==> src/hdl/rcm_pkg.sv <==
`timescale 1ns / 1ps
// ----------------------------------------------------------------------------
// rcm_pkg: shared definitions for the pulse capture and servo mixer
// Widths, command and register codes, reset values and the configuration
// record that the mixer reads.
// ----------------------------------------------------------------------------
package rcm_pkg;

  // Field widths.
  localparam int VALUE_W    = 16;
  localparam int CHANNEL_W  = 3;
  localparam int LIMIT_W    = 15;
  localparam int CFG_IDX_W  = 3;
  localparam int CFG_DATA_W = 16;

  // Default channel count, and the sweep speed divisor as a shift (divide by 16).
  localparam int NUM_CHANNELS_DEFAULT = 6;
  localparam int SWEEP_SHIFT          = 4;

  typedef logic [VALUE_W-1:0] value_t;

  // Item commands.
  typedef enum logic {
    CMD_CAPTURE = 1'b0,
    CMD_POLL    = 1'b1
  } cmd_t;

  // Configuration register indexes.
  typedef enum logic [CFG_IDX_W-1:0] {
    CFG_CENTER_VALUE = 3'd0,
    CFG_SWEEP_BASE   = 3'd1,
    CFG_SWEEP_LIMIT  = 3'd2,
    CFG_SWITCH_LOW   = 3'd3,
    CFG_SWITCH_HIGH  = 3'd4
  } cfg_index_t;

  // Reset values of the configuration registers.
  localparam int CENTER_RESET      = 8450;
  localparam int SWEEP_BASE_RESET  = 6500;
  localparam int SWEEP_LIMIT_RESET = 2000;
  localparam int SWITCH_LOW_RESET  = (9160 + 6310) / 2;
  localparam int SWITCH_HIGH_RESET = (12000 + 9160) / 2;

  // Configuration record handed to the mixer.
  typedef struct packed {
    value_t               center_value;
    value_t               sweep_base;
    logic [LIMIT_W-1:0]   sweep_limit;
    value_t               switch_low_threshold;
    value_t               switch_high_threshold;
  } rcm_cfg_t;

endpackage

==> src/hdl/rcm_if.sv <==
`timescale 1ns / 1ps
// ----------------------------------------------------------------------------
// rcm_in_if / rcm_out_if: valid/ready channels of the pulse capture mixer
// The input channel carries capture and poll beats, the output channel
// carries one result beat per poll.
// ----------------------------------------------------------------------------
interface rcm_in_if;
  logic        valid;
  logic        ready;
  logic        cmd;
  logic [2:0]  channel;
  logic [15:0] capture_value;

  modport source (output valid, output cmd, output channel, output capture_value,
                  input ready);
  modport sink   (input valid, input cmd, input channel, input capture_value,
                  output ready);
endinterface

interface rcm_out_if;
  logic        valid;
  logic        ready;
  logic [15:0] servo_compare;
  logic [15:0] width_ch0;
  logic [15:0] width_ch1;
  logic [15:0] width_ch2;
  logic [15:0] width_ch3;
  logic [15:0] width_ch4;
  logic [15:0] width_ch5;

  modport source (output valid, output servo_compare, output width_ch0,
                  output width_ch1, output width_ch2, output width_ch3,
                  output width_ch4, output width_ch5, input ready);
  modport sink   (input valid, input servo_compare, input width_ch0,
                  input width_ch1, input width_ch2, input width_ch3,
                  input width_ch4, input width_ch5, output ready);
endinterface

==> src/hdl/rcm_width_capture.sv <==
`timescale 1ns / 1ps
// ----------------------------------------------------------------------------
// rcm_width_capture: per-channel pulse width measurement
// Each channel keeps its last capture count, its edge polarity and its
// measured width; a capture on a channel toggles the polarity and, when the
// polarity was clear, stores the difference to the previous capture.
// ----------------------------------------------------------------------------
module rcm_width_capture
  import rcm_pkg::*;
#(
  parameter int NUM_CHANNELS = NUM_CHANNELS_DEFAULT
) (
  input  logic                 clk,
  input  logic                 rst,
  input  logic                 capture_en,
  input  logic [CHANNEL_W-1:0] channel,
  input  value_t               capture_value,
  output value_t               widths [NUM_CHANNELS]
);

  value_t previous_capture [NUM_CHANNELS];
  logic   edge_polarity    [NUM_CHANNELS];

  // One lane per channel; a channel number past the last lane matches none.
  for (genvar c = 0; c < NUM_CHANNELS; c++) begin : g_lane
    logic hit;
    assign hit = capture_en && (32'(channel) == c);

    always_ff @(posedge clk) begin
      if (rst) begin
        widths[c]           <= '0;
        previous_capture[c] <= '0;
        edge_polarity[c]    <= 1'b1;
      end else if (hit) begin
        if (!edge_polarity[c]) begin
          widths[c] <= capture_value - previous_capture[c];
        end
        edge_polarity[c]    <= !edge_polarity[c];
        previous_capture[c] <= capture_value;
      end
    end
  end

endmodule

==> src/hdl/rcm_servo_mixer.sv <==
`timescale 1ns / 1ps
// ----------------------------------------------------------------------------
// rcm_servo_mixer: mode selection, sweep generator and compare value
// Channel 4 selects reverse, sweep or pass-through for channel 0; the sweep
// position advances on each poll in sweep mode at a speed set by channel 5.
// ----------------------------------------------------------------------------
module rcm_servo_mixer
  import rcm_pkg::*;
(
  input  logic     clk,
  input  logic     rst,
  input  logic     poll_en,
  input  rcm_cfg_t cfg,
  input  value_t   width_ch0,
  input  value_t   width_ch4,
  input  value_t   width_ch5,
  output value_t   servo_compare
);

  value_t sweep_position;
  logic   sweep_direction;

  logic   mode_reverse;
  logic   mode_sweep;
  value_t excess;
  value_t step;
  value_t signed_step;
  value_t position_next;
  logic   above_limit;
  logic   below_limit;

  // Mode from channel 4; the low threshold is tested first.
  always_comb begin
    mode_reverse = (width_ch4 <= cfg.switch_low_threshold);
    mode_sweep   = !mode_reverse && (width_ch4 <= cfg.switch_high_threshold);
  end

  // Sweep step: channel 5 above base, divided by 16, signed by direction.
  always_comb begin
    excess        = (width_ch5 > cfg.sweep_base) ? (width_ch5 - cfg.sweep_base) : '0;
    step          = excess >> SWEEP_SHIFT;
    signed_step   = sweep_direction ? step : (VALUE_W'(0) - step);
    position_next = sweep_position + signed_step;
    above_limit   = $signed({position_next[VALUE_W-1], position_next}) >
                    $signed({2'b00, cfg.sweep_limit});
    below_limit   = $signed({position_next[VALUE_W-1], position_next}) <
                    -$signed({2'b00, cfg.sweep_limit});
  end

  // Compare value: reverse mirrors channel 0 about the centre, sweep adds
  // the new position to the centre, pass-through is channel 0 itself.
  always_comb begin
    if (mode_reverse) begin
      servo_compare = (cfg.center_value << 1) - width_ch0;
    end else if (mode_sweep) begin
      servo_compare = cfg.center_value + position_next;
    end else begin
      servo_compare = width_ch0;
    end
  end

  // Sweep state advances only on a poll in sweep mode.
  always_ff @(posedge clk) begin
    if (rst) begin
      sweep_position  <= '0;
      sweep_direction <= 1'b1;
    end else if (poll_en && mode_sweep) begin
      sweep_position <= position_next;
      if (above_limit) begin
        sweep_direction <= 1'b0;
      end else if (below_limit) begin
        sweep_direction <= 1'b1;
      end
    end
  end

endmodule

==> src/hdl/rc_pulse_capture_servo_mixer_core.sv <==
`timescale 1ns / 1ps
// ----------------------------------------------------------------------------
// rc_pulse_capture_servo_mixer_core: RC pulse measurer with servo mixer
// Top level: input register, width capture lanes, mixer, result register.
// ----------------------------------------------------------------------------
// Takes one beat per clock while no poll waits for the result slot. A beat is
// held in the input register from the edge that accepts it; a capture is
// processed in the cycle that follows, a poll once the result slot is free. A
// capture updates its channel's width and yields nothing. A poll loads the
// result register with the compare value and the six widths when processed.
// While a result waits to be taken, one further beat can be accepted, and
// captures keep flowing past the waiting result. Writes to the configuration
// registers are taken at once and must be made while the block holds no beat.
module rc_pulse_capture_servo_mixer_core
  import rcm_pkg::*;
#(
  parameter int NUM_CHANNELS = NUM_CHANNELS_DEFAULT
) (
  input  logic                  clk,
  input  logic                  rst,
  input  logic                  cfg_we,
  input  logic [CFG_IDX_W-1:0]  cfg_index,
  input  logic [CFG_DATA_W-1:0] cfg_data,
  rcm_in_if.sink                item_in,
  rcm_out_if.source             result_out
);

  rcm_cfg_t cfg;

  // Input register.
  logic                 s1_valid;
  logic                 s1_cmd;
  logic [CHANNEL_W-1:0] s1_channel;
  value_t               s1_capture_value;

  logic   proc;
  logic   out_free;
  logic   capture_en;
  logic   poll_en;
  value_t widths [NUM_CHANNELS];
  value_t servo_compare;

  // Configuration registers.
  always_ff @(posedge clk) begin
    if (rst) begin
      cfg.center_value          <= VALUE_W'(CENTER_RESET);
      cfg.sweep_base            <= VALUE_W'(SWEEP_BASE_RESET);
      cfg.sweep_limit           <= LIMIT_W'(SWEEP_LIMIT_RESET);
      cfg.switch_low_threshold  <= VALUE_W'(SWITCH_LOW_RESET);
      cfg.switch_high_threshold <= VALUE_W'(SWITCH_HIGH_RESET);
    end else if (cfg_we) begin
      case (cfg_index)
        CFG_CENTER_VALUE: cfg.center_value          <= cfg_data;
        CFG_SWEEP_BASE:   cfg.sweep_base            <= cfg_data;
        CFG_SWEEP_LIMIT:  cfg.sweep_limit           <= cfg_data[LIMIT_W-1:0];
        CFG_SWITCH_LOW:   cfg.switch_low_threshold  <= cfg_data;
        CFG_SWITCH_HIGH:  cfg.switch_high_threshold <= cfg_data;
        default: ;
      endcase
    end
  end

  // Flow control: a capture always proceeds, a poll needs the result slot.
  always_comb begin
    out_free      = !result_out.valid || result_out.ready;
    proc          = s1_valid && ((s1_cmd == CMD_CAPTURE) || out_free);
    capture_en    = proc && (s1_cmd == CMD_CAPTURE);
    poll_en       = proc && (s1_cmd == CMD_POLL);
    item_in.ready = !s1_valid || proc;
  end

  always_ff @(posedge clk) begin
    if (rst) begin
      s1_valid <= 1'b0;
    end else if (item_in.ready) begin
      s1_valid <= item_in.valid;
    end
  end

  always_ff @(posedge clk) begin
    if (item_in.ready && item_in.valid) begin
      s1_cmd           <= item_in.cmd;
      s1_channel       <= item_in.channel;
      s1_capture_value <= item_in.capture_value;
    end
  end

  rcm_width_capture #(
    .NUM_CHANNELS (NUM_CHANNELS)
  ) u_width_capture (
    .clk           (clk),
    .rst           (rst),
    .capture_en    (capture_en),
    .channel       (s1_channel),
    .capture_value (s1_capture_value),
    .widths        (widths)
  );

  rcm_servo_mixer u_servo_mixer (
    .clk           (clk),
    .rst           (rst),
    .poll_en       (poll_en),
    .cfg           (cfg),
    .width_ch0     (widths[0]),
    .width_ch4     (widths[4]),
    .width_ch5     (widths[5]),
    .servo_compare (servo_compare)
  );

  // Result register.
  always_ff @(posedge clk) begin
    if (rst) begin
      result_out.valid <= 1'b0;
    end else if (poll_en) begin
      result_out.valid <= 1'b1;
    end else if (result_out.ready) begin
      result_out.valid <= 1'b0;
    end
  end

  always_ff @(posedge clk) begin
    if (poll_en) begin
      result_out.servo_compare <= servo_compare;
      result_out.width_ch0     <= widths[0];
      result_out.width_ch1     <= widths[1];
      result_out.width_ch2     <= widths[2];
      result_out.width_ch3     <= widths[3];
      result_out.width_ch4     <= widths[4];
      result_out.width_ch5     <= widths[5];
    end
  end

  // A result beat only ever follows a processed poll.
  a_result_from_poll: assert property (@(posedge clk) disable iff (rst)
    $rose(result_out.valid) |-> $past(poll_en))
    else $error("result raised without a processed poll");

  // A processed poll always leaves a result waiting.
  a_poll_gives_result: assert property (@(posedge clk) disable iff (rst)
    poll_en |=> result_out.valid)
    else $error("processed poll left no result");

  // A held beat in the input register is kept until it is processed.
  a_held_beat_kept: assert property (@(posedge clk) disable iff (rst)
    (s1_valid && !proc) |=> (s1_valid && $stable(s1_cmd) && $stable(s1_capture_value)))
    else $error("held input beat lost or changed");

endmodule
==> src/flat_wrapper.sv <==
// flat-port wrapper written by rule: the top's interface ports become plain ports
module rc_pulse_capture_servo_mixer_core_flat import rcm_pkg::*;
#(
  parameter int NUM_CHANNELS = NUM_CHANNELS_DEFAULT
)
  (clk, rst, cfg_we, cfg_index, cfg_data, item_in_valid, item_in_cmd, item_in_channel, item_in_capture_value, item_in_ready, result_out_valid, result_out_servo_compare, result_out_width_ch0, result_out_width_ch1, result_out_width_ch2, result_out_width_ch3, result_out_width_ch4, result_out_width_ch5, result_out_ready);
  rcm_in_if item_in_i ();
  rcm_out_if result_out_i ();
  input  logic clk;
  input  logic rst;
  input  logic cfg_we;
  input  logic [CFG_IDX_W-1:0] cfg_index;
  input  logic [CFG_DATA_W-1:0] cfg_data;
  input wire logic [$bits(item_in_i.valid)-1:0] item_in_valid;
  input wire logic [$bits(item_in_i.cmd)-1:0] item_in_cmd;
  input wire logic [$bits(item_in_i.channel)-1:0] item_in_channel;
  input wire logic [$bits(item_in_i.capture_value)-1:0] item_in_capture_value;
  output wire logic [$bits(item_in_i.ready)-1:0] item_in_ready;
  output wire logic [$bits(result_out_i.valid)-1:0] result_out_valid;
  output wire logic [$bits(result_out_i.servo_compare)-1:0] result_out_servo_compare;
  output wire logic [$bits(result_out_i.width_ch0)-1:0] result_out_width_ch0;
  output wire logic [$bits(result_out_i.width_ch1)-1:0] result_out_width_ch1;
  output wire logic [$bits(result_out_i.width_ch2)-1:0] result_out_width_ch2;
  output wire logic [$bits(result_out_i.width_ch3)-1:0] result_out_width_ch3;
  output wire logic [$bits(result_out_i.width_ch4)-1:0] result_out_width_ch4;
  output wire logic [$bits(result_out_i.width_ch5)-1:0] result_out_width_ch5;
  input wire logic [$bits(result_out_i.ready)-1:0] result_out_ready;
  assign item_in_i.valid = item_in_valid;
  assign item_in_i.cmd = item_in_cmd;
  assign item_in_i.channel = item_in_channel;
  assign item_in_i.capture_value = item_in_capture_value;
  assign item_in_ready = item_in_i.ready;
  assign result_out_valid = result_out_i.valid;
  assign result_out_servo_compare = result_out_i.servo_compare;
  assign result_out_width_ch0 = result_out_i.width_ch0;
  assign result_out_width_ch1 = result_out_i.width_ch1;
  assign result_out_width_ch2 = result_out_i.width_ch2;
  assign result_out_width_ch3 = result_out_i.width_ch3;
  assign result_out_width_ch4 = result_out_i.width_ch4;
  assign result_out_width_ch5 = result_out_i.width_ch5;
  assign result_out_i.ready = result_out_ready;
  rc_pulse_capture_servo_mixer_core #(.NUM_CHANNELS(NUM_CHANNELS)) u_core (.clk(clk), .rst(rst), .cfg_we(cfg_we), .cfg_index(cfg_index), .cfg_data(cfg_data), .item_in(item_in_i), .result_out(result_out_i));
endmodule
==> config.mk <==
export PLATFORM = sky130hd
export DESIGN_NAME = rc_pulse_capture_servo_mixer_core_flat
export DESIGN_NICKNAME = d
export VERILOG_FILES = /design/src/hdl/rcm_pkg.sv /design/src/hdl/rcm_if.sv /design/src/hdl/rcm_width_capture.sv /design/src/hdl/rcm_servo_mixer.sv /design/src/hdl/rc_pulse_capture_servo_mixer_core.sv /design/src/flat_wrapper.sv
export SDC_FILE = /design/constraint.sdc
export NUM_CORES = 1
export LEC_CHECK = 0
export ABC_AREA = 1
export BUFFER_PORTS_ARGS = -buffer_cell sky130_fd_sc_hd__buf_4
export CAP_MARGIN = 25
export CORE_MARGIN = 2
export CORE_UTILIZATION = 50
export DETAILED_ROUTE_END_ITERATION = 7
export PLACE_DENSITY = 0.77
export SKIP_LAST_GASP = 1
export SYNTH_ARGS = -nofsm -noshare
export SYNTH_HDL_FRONTEND = slang
export SYNTH_HIERARCHICAL = 1
export SYNTH_SLANG_ARGS = --single-unit
==> constraint.sdc <==
create_clock -name clk -period 6.95 [get_ports clk]
set_input_delay 0.695 -clock clk [delete_from_list [all_inputs] [get_ports clk]]
set_output_delay 0.695 -clock clk [all_outputs]
set_load 0.03 [all_outputs]
# Word-level counts from Yosys, hierarchy flattened
# Memories as Yosys holds them, arrays and structs flattened.
# Index checks and enable logic that the tools add are counted.
# classes
magnitude_cmp	5
addsub	12
eq_ne	9
n_reduce_logical	40
muxes	40
n_bitwise	19
# op_table
operator	n
$mux 16	10
$sub 16x16->16	8
$add 16x16->16	2
$gt 16x16->1	2
$le 16x16->1	2
$mux 1	30
$reduce_and 2->1	12
$lt 16x17->1	1
$neg 15->17	1
$sub 1x12->13 const A	1
$eq 3x2->1 const B	4
$logic_and 1x1->1	12
$or 1x1->1	12
$eq 3x3->1 const B	3
$logic_not 1->1	9
$not 1->1	7
$eq 3x1->1 const B	2
$logic_not 3->1	2
$reduce_bool 2->1	2
$logic_or 1x1->1	3
# word_totals
out_inout_bits	114
in_bits	44
regBits	326
memories	2
word_cells	152
ram_bits	102
# mem_list
memory	depth	width	read_ports	rd_ports_with_merged_regs	write_ports	line_no	rtl
u_core.u_width_capture.previous_capture	6	16	6	0	6	rcm_width_capture.sv:21	value_t previous_capture [NUM_CHANNELS];
u_core.u_width_capture.edge_polarity	6	1	6	0	6	rcm_width_capture.sv:22	logic edge_polarity [NUM_CHANNELS];

# Longest topological paths before layout
# logic_depth
word_depth	10
depth_mapped	50
mapped_depth_nobuf	49

# Hierarchy
# The synthesis kept the hierarchy.
# modules_own_cells
mod	instances	cells_per_inst	seq_area_each_um2	area_per_inst_um2
rcm_width_capture	1	1892	4974.8	13217.7
rc_pulse_capture_servo_mixer_core	1	549	5585.4	7035.5
rcm_servo_mixer	1	1063	340.3	6326.1

# Least setup slack after synthesis
# Ideal clock, no wire load.
# synth_timing
path_type	input port to flip-flop
start	input result_out_ready
end	register u_core.u_servo_mixer.sweep_position[15]
cell_stages	6
required_time_ns	6.834
t_arrival_ns	6.810
path_slack_ns	0.024
n_path_buf	1
setup_time_ns	0.116
cell_sequence	nor2_1 nor2_1 nand2_1 clkbuf_1 o21ai_0 inv_1
# synth_between
elab_chain_cells	5
# synth_rtl
element	line_no	rtl
start: declaration	flat_wrapper.sv:27	input wire logic [$bits(result_out_i.ready)-1:0] result_out_ready;
$logic_or 1x1->1	rc_pulse_capture_servo_mixer_core.sv:65	out_free = !result_out.valid || result_out.ready;
$logic_or 1x1->1	rc_pulse_capture_servo_mixer_core.sv:66	proc = s1_valid && ((s1_cmd == CMD_CAPTURE) || out_free);
$logic_and 1x1->1	rc_pulse_capture_servo_mixer_core.sv:66	
$logic_and 1x1->1	rc_pulse_capture_servo_mixer_core.sv:68	poll_en = proc && (s1_cmd == CMD_POLL);
net u_core.poll_en	rc_pulse_capture_servo_mixer_core.sv:39	logic poll_en;
$logic_and 1x1->1	rcm_servo_mixer.sv:67	end else if (poll_en && mode_sweep) begin
end signal: assignment	rcm_servo_mixer.sv:68	sweep_position <= position_next;
end: declaration	rcm_servo_mixer.sv:20	value_t sweep_position;
# The timed path passes the listed nets, and every way through them passes these cells.
# A chain may end at the register's enable or synchronous reset.

# Final worst setup path
# layout_timing
start	register, netlist name u_core/cfg[60]
end	register u_core.result_out.servo_compare[15] (data pin)
# layout_between
elab_chain_cells	8
elab_cells_between_ends	9
classes_between	add/sub: 4; order compare: 1; mux: 4
# layout_rtl
element	line_no	rtl
$sub 16x16->16 or $gt 16x16->1 (tied branches)	rcm_servo_mixer.sv:40	excess = (width_ch5 > cfg.sweep_base) ? (width_ch5 - cfg.sweep_base) : '0;
$mux 16 *	rcm_servo_mixer.sv:40	
$sub 1x12->13	rcm_servo_mixer.sv:42	signed_step = sweep_direction ? step : (VALUE_W'(0) - step);
$mux 16 *	rcm_servo_mixer.sv:42	
$add 16x16->16 *	rcm_servo_mixer.sv:43	position_next = sweep_position + signed_step;
net u_core.u_servo_mixer.position_next[9]	rcm_servo_mixer.sv:28	value_t position_next;
$add 16x16->16 *	rcm_servo_mixer.sv:56	servo_compare = cfg.center_value + position_next;
$mux 16 *	rcm_servo_mixer.sv:55	end else if (mode_sweep) begin
$mux 16 *	rcm_servo_mixer.sv:53	if (mode_reverse) begin
net u_core.servo_compare[15]	rc_pulse_capture_servo_mixer_core.sv:41	value_t servo_compare;
end: declaration	rcm_if.sv:31	modport source (output valid, output servo_compare, output width_ch0,
# Mark *: on every way through the listed nets, which the timed path passes. The rest lies on a longest branch.

==> summary.md <==
| Metric | Value |
|---|---|
| Reg2reg setup slack | 960 ps |
| Post-CTS sizing | 0 |
| Die height | 234.6 um |
| Rows | 84 |
| Rel. slew slack | 38.71% |
| CP max-delay cell | xnor2_1 |
| DR vias | 22730 |
| Worst-case clock skew | 15.49 ps |
| Largest net degree at the start of global routing | 114 |
| Initial Util | 50.58% |
| Max-slew violation count | 0 |
| Mean Syn Cell Area | 7.585 sq um |
| Startpoint types | flip-flop |
| Finished Core Util | 57.00% |
| Fmax | 0.1669 GHz |
| Worst Tran Pin Value | 918.3 ps |
| Pwr dens | 203.7 nW/um^2 |
| Post-Syn Area | 26580 sq um |
| YS warnings | 6 |
| Synth top area cells | edfxtp_1 (26%), dfxtp_1 (15%), nand2_1 (13%) |
| WP data arrival | 6330 ps |
| Worst Path Required | 7290 ps |
| Final worst path period share | 86.21% |
| Crit-path most repeated cell | nand2_1 |
| Die ar. | 55020 sq um |
| HPWL after DPL | 52.81 mm |
| Worst-path clk slew | 70 ps |
| GRT Residual Overflow | 0 |
| Vias/cell | 5.181 |
| Final #Nets | 3922 |
| Max_cap viols | 0 |
| Clock Sinks | 428 |
| Routed WL | 72.06 mm |
| First-pass GRT wire length | 110.8 mm |
| Post-route ant nets | 0 |
| Placed insts | 4296 |
| Hold Fails Final Rpt | 0 |
| Final Instance Area | 29950 sq um |
| Synth cell count leaders | nand2_1 (901), inv_1 (657), nor2_1 (374) |
| # IOs | 158 |
| Post-synth EDFFs | 233 |
| H-tree depth | 2 |
| Max Root-Sink Buffers | 3 |
| Syn nets | 3768 |
| Gate Count Post-Synth | 3504 |
| Share of cells above drive strength 1 | 9.278% |
| CTS tree | yes |
| Hold WC Path Type | input port to flip-flop |
| Largest fanout on the critical path | 15 |
| Placed Area | 28350 sq um |
| Final std cells w/o fill | 4386 |
| Total GRT Usage | 25.84% |
| Post-synth top flop | edfxtp_1 |
| Routability cong. | 0.9428 |
| TritonCTS Buffers | 47 |
| Port Buf Inserts | 157 |
| DRC viols | 0 |
| Seq cells post-synth | 428 |
| Root buffer cell | clkbuf_16 |
| Skew-Pair Late Insertion Delay | 590 ps |
| Seq/Total Area, Yosys | 41.01% |
| Area grow syn2layout | 12.69% |
| Status | completed |
| RSZ-0062 raised after global routing | false |
| Drt initial violations | 1880 |
| Most common cell in the synthesized netlist | nand2_1 |
| Yosys top cell area share | 26.32% |
| Asr flop ratio synth | 0% |
| Die X | 234.6 um |
| Drt pass-1 iters | 6 |
| Worst vdd rail ir drop | 195.9 uV |
| Vias in the first global route | 21150 |
| Setup TNS | 0 ps |
| Leak | 15.24 nW |
| Critical Path Sink Type | flip-flop |
| Largest area contributor in the netlist | edfxtp_1 |
| Tmin final | 5991 ps |
| Initial antenna violation count | 0 |
| Setup CP Type | flip-flop to flip-flop |
| # hold bufs at CTS | 0 |
| Post-CTS setup buffer count | 0 |
| Synth cell types | 53 |
| Core ar. | 52550 sq um |
| DR WL/cell | 16.43 um |
| Biggest cell delay along the critical path | 470 ps |
| Endpoints failing setup | 0 |
## state kept, by name, indices dropped and copies added, names as in the netlist, 3 cells and up
register and cells:
u_core/u_servo_mixer/sweep_position 16, u_core/s1_channel 3, u_core/result_out.width_ch2 16, u_core/result_out.width_ch4 16, u_core/cfg 79, u_core/result_out.width_ch5 16, u_core/u_width_capture/edge_polarity 6, u_core/result_out.servo_compare 16
u_core/result_out.width_ch3 16, u_core/result_out.width_ch1 16, u_core/result_out.width_ch0 16, u_core/s1_capture_value 16, u_core/u_width_capture/widths 96, u_core/u_width_capture/previous_capture 96
## worst max-delay path, delay by kind of cell (launching register included)
family	cells	cell delay [ps]
adders and majority gates	4	1220
xor gates and xnor gates	1	470
buffers and inverters	6	420
DFF	1	340
AOI/OAI and AO/OA	6	1460
and+or+nand+nor	18	1820
## cells in the final DEF, fill, tap and decap left out, types with 30 or more instances in the layout
cell | Yosys | routed
a21oi_1 | 172 | 172
buf_4 | 8 | 166
nand2_1 | 901 | 901
xnor2_1 | 30 | 30
clkbuf_16 | 0 | 50
dfxtp_1 | 195 | 195
edfxtp_1 | 233 | 233
nor2_1 | 374 | 373
nand4_1 | 52 | 52
xor2_1 | 56 | 56
o21ai_0 | 90 | 90
ha_1 | 211 | 211
o21a_1 | 46 | 46
nand3_1 | 211 | 211
inv_1 | 657 | 657
## kinds of logic after synthesis
kind of cell	after synthesis	synth area share (%)
AOI/OAI and AO/OA	375	8.177
xor gates and xnor gates	86	2.834
adders and majority gates	220	10.61
buffers and inverters	747	11.15
and+or+nand+nor	1648	26.22
DFF	428	41.01
## path summary, 6_finish.rpt
path | cells after the start | startpoint | end
worst min register to register | 0 | u_core/u_width_capture/widths[69] | u_core/result_out.width_ch1[5]
worst max register to register | 35 | u_core/cfg[60] | u_core/result_out.servo_compare[15]
worst max-delay path | 35 | u_core/cfg[60] | u_core/result_out.servo_compare[15]
worst min-delay path | 1 | item_in_capture_value[10] | u_core/s1_capture_value[10]
## final cells by class
cell class                 count  area (sq um)
fill                        4880         22600
multi-input combinational   2329         12730
sequential                   428         10900
inverter                     682          2562
clock buffer                  61          1323
timing repair buffer         170          1308
tap                          688         860.8
clock inverter                27         266.5
antenna                        1         2.502
## where the power goes
| group | internal (W) | leakage, nW | total (W) | switching, W |
|---|---|---|---|---|
| Sequential | 0.00273 | 3.86 | 0.00278 | 0.0000526 |
| Clock | 0.00150 | 0.783 | 0.00257 | 0.00107 |
| Combinational | 0.000251 | 10.6 | 0.000752 | 0.000501 |
| Total | 0.00448 | 15.2 | 0.00610 | 0.00162 |
## metrics by stage
step	total power (W)	worst slack, ps	hold slack, ps
finish	0.006101	958.7	282.4
global route	0.006330	373.1	270.4
CTS	0.006131	1026	257.2
detailed placement	0.003572	1032	410.2
global placement	0.003561	1297	405.5
floorplan	0.003350	24.49	401.9
## layer usage
| metal | global-route usage, % | routed length, um | vias up | part of all wire (%) |
|---|---|---|---|---|
| met5 | 0 | 0 | - | 0 |
| met4 | 9.493 | 2601 | 0 | 3.6 |
| met3 | 3.609 | 4377 | 168 | 6.1 |
| met2 | 45.41 | 34810 | 715 | 48 |
| met1 | 32.24 | 30270 | 10380 | 42 |
| li1 | - | - | 11470 | - |
Note: power is estimated with default switching activity, not from simulation.
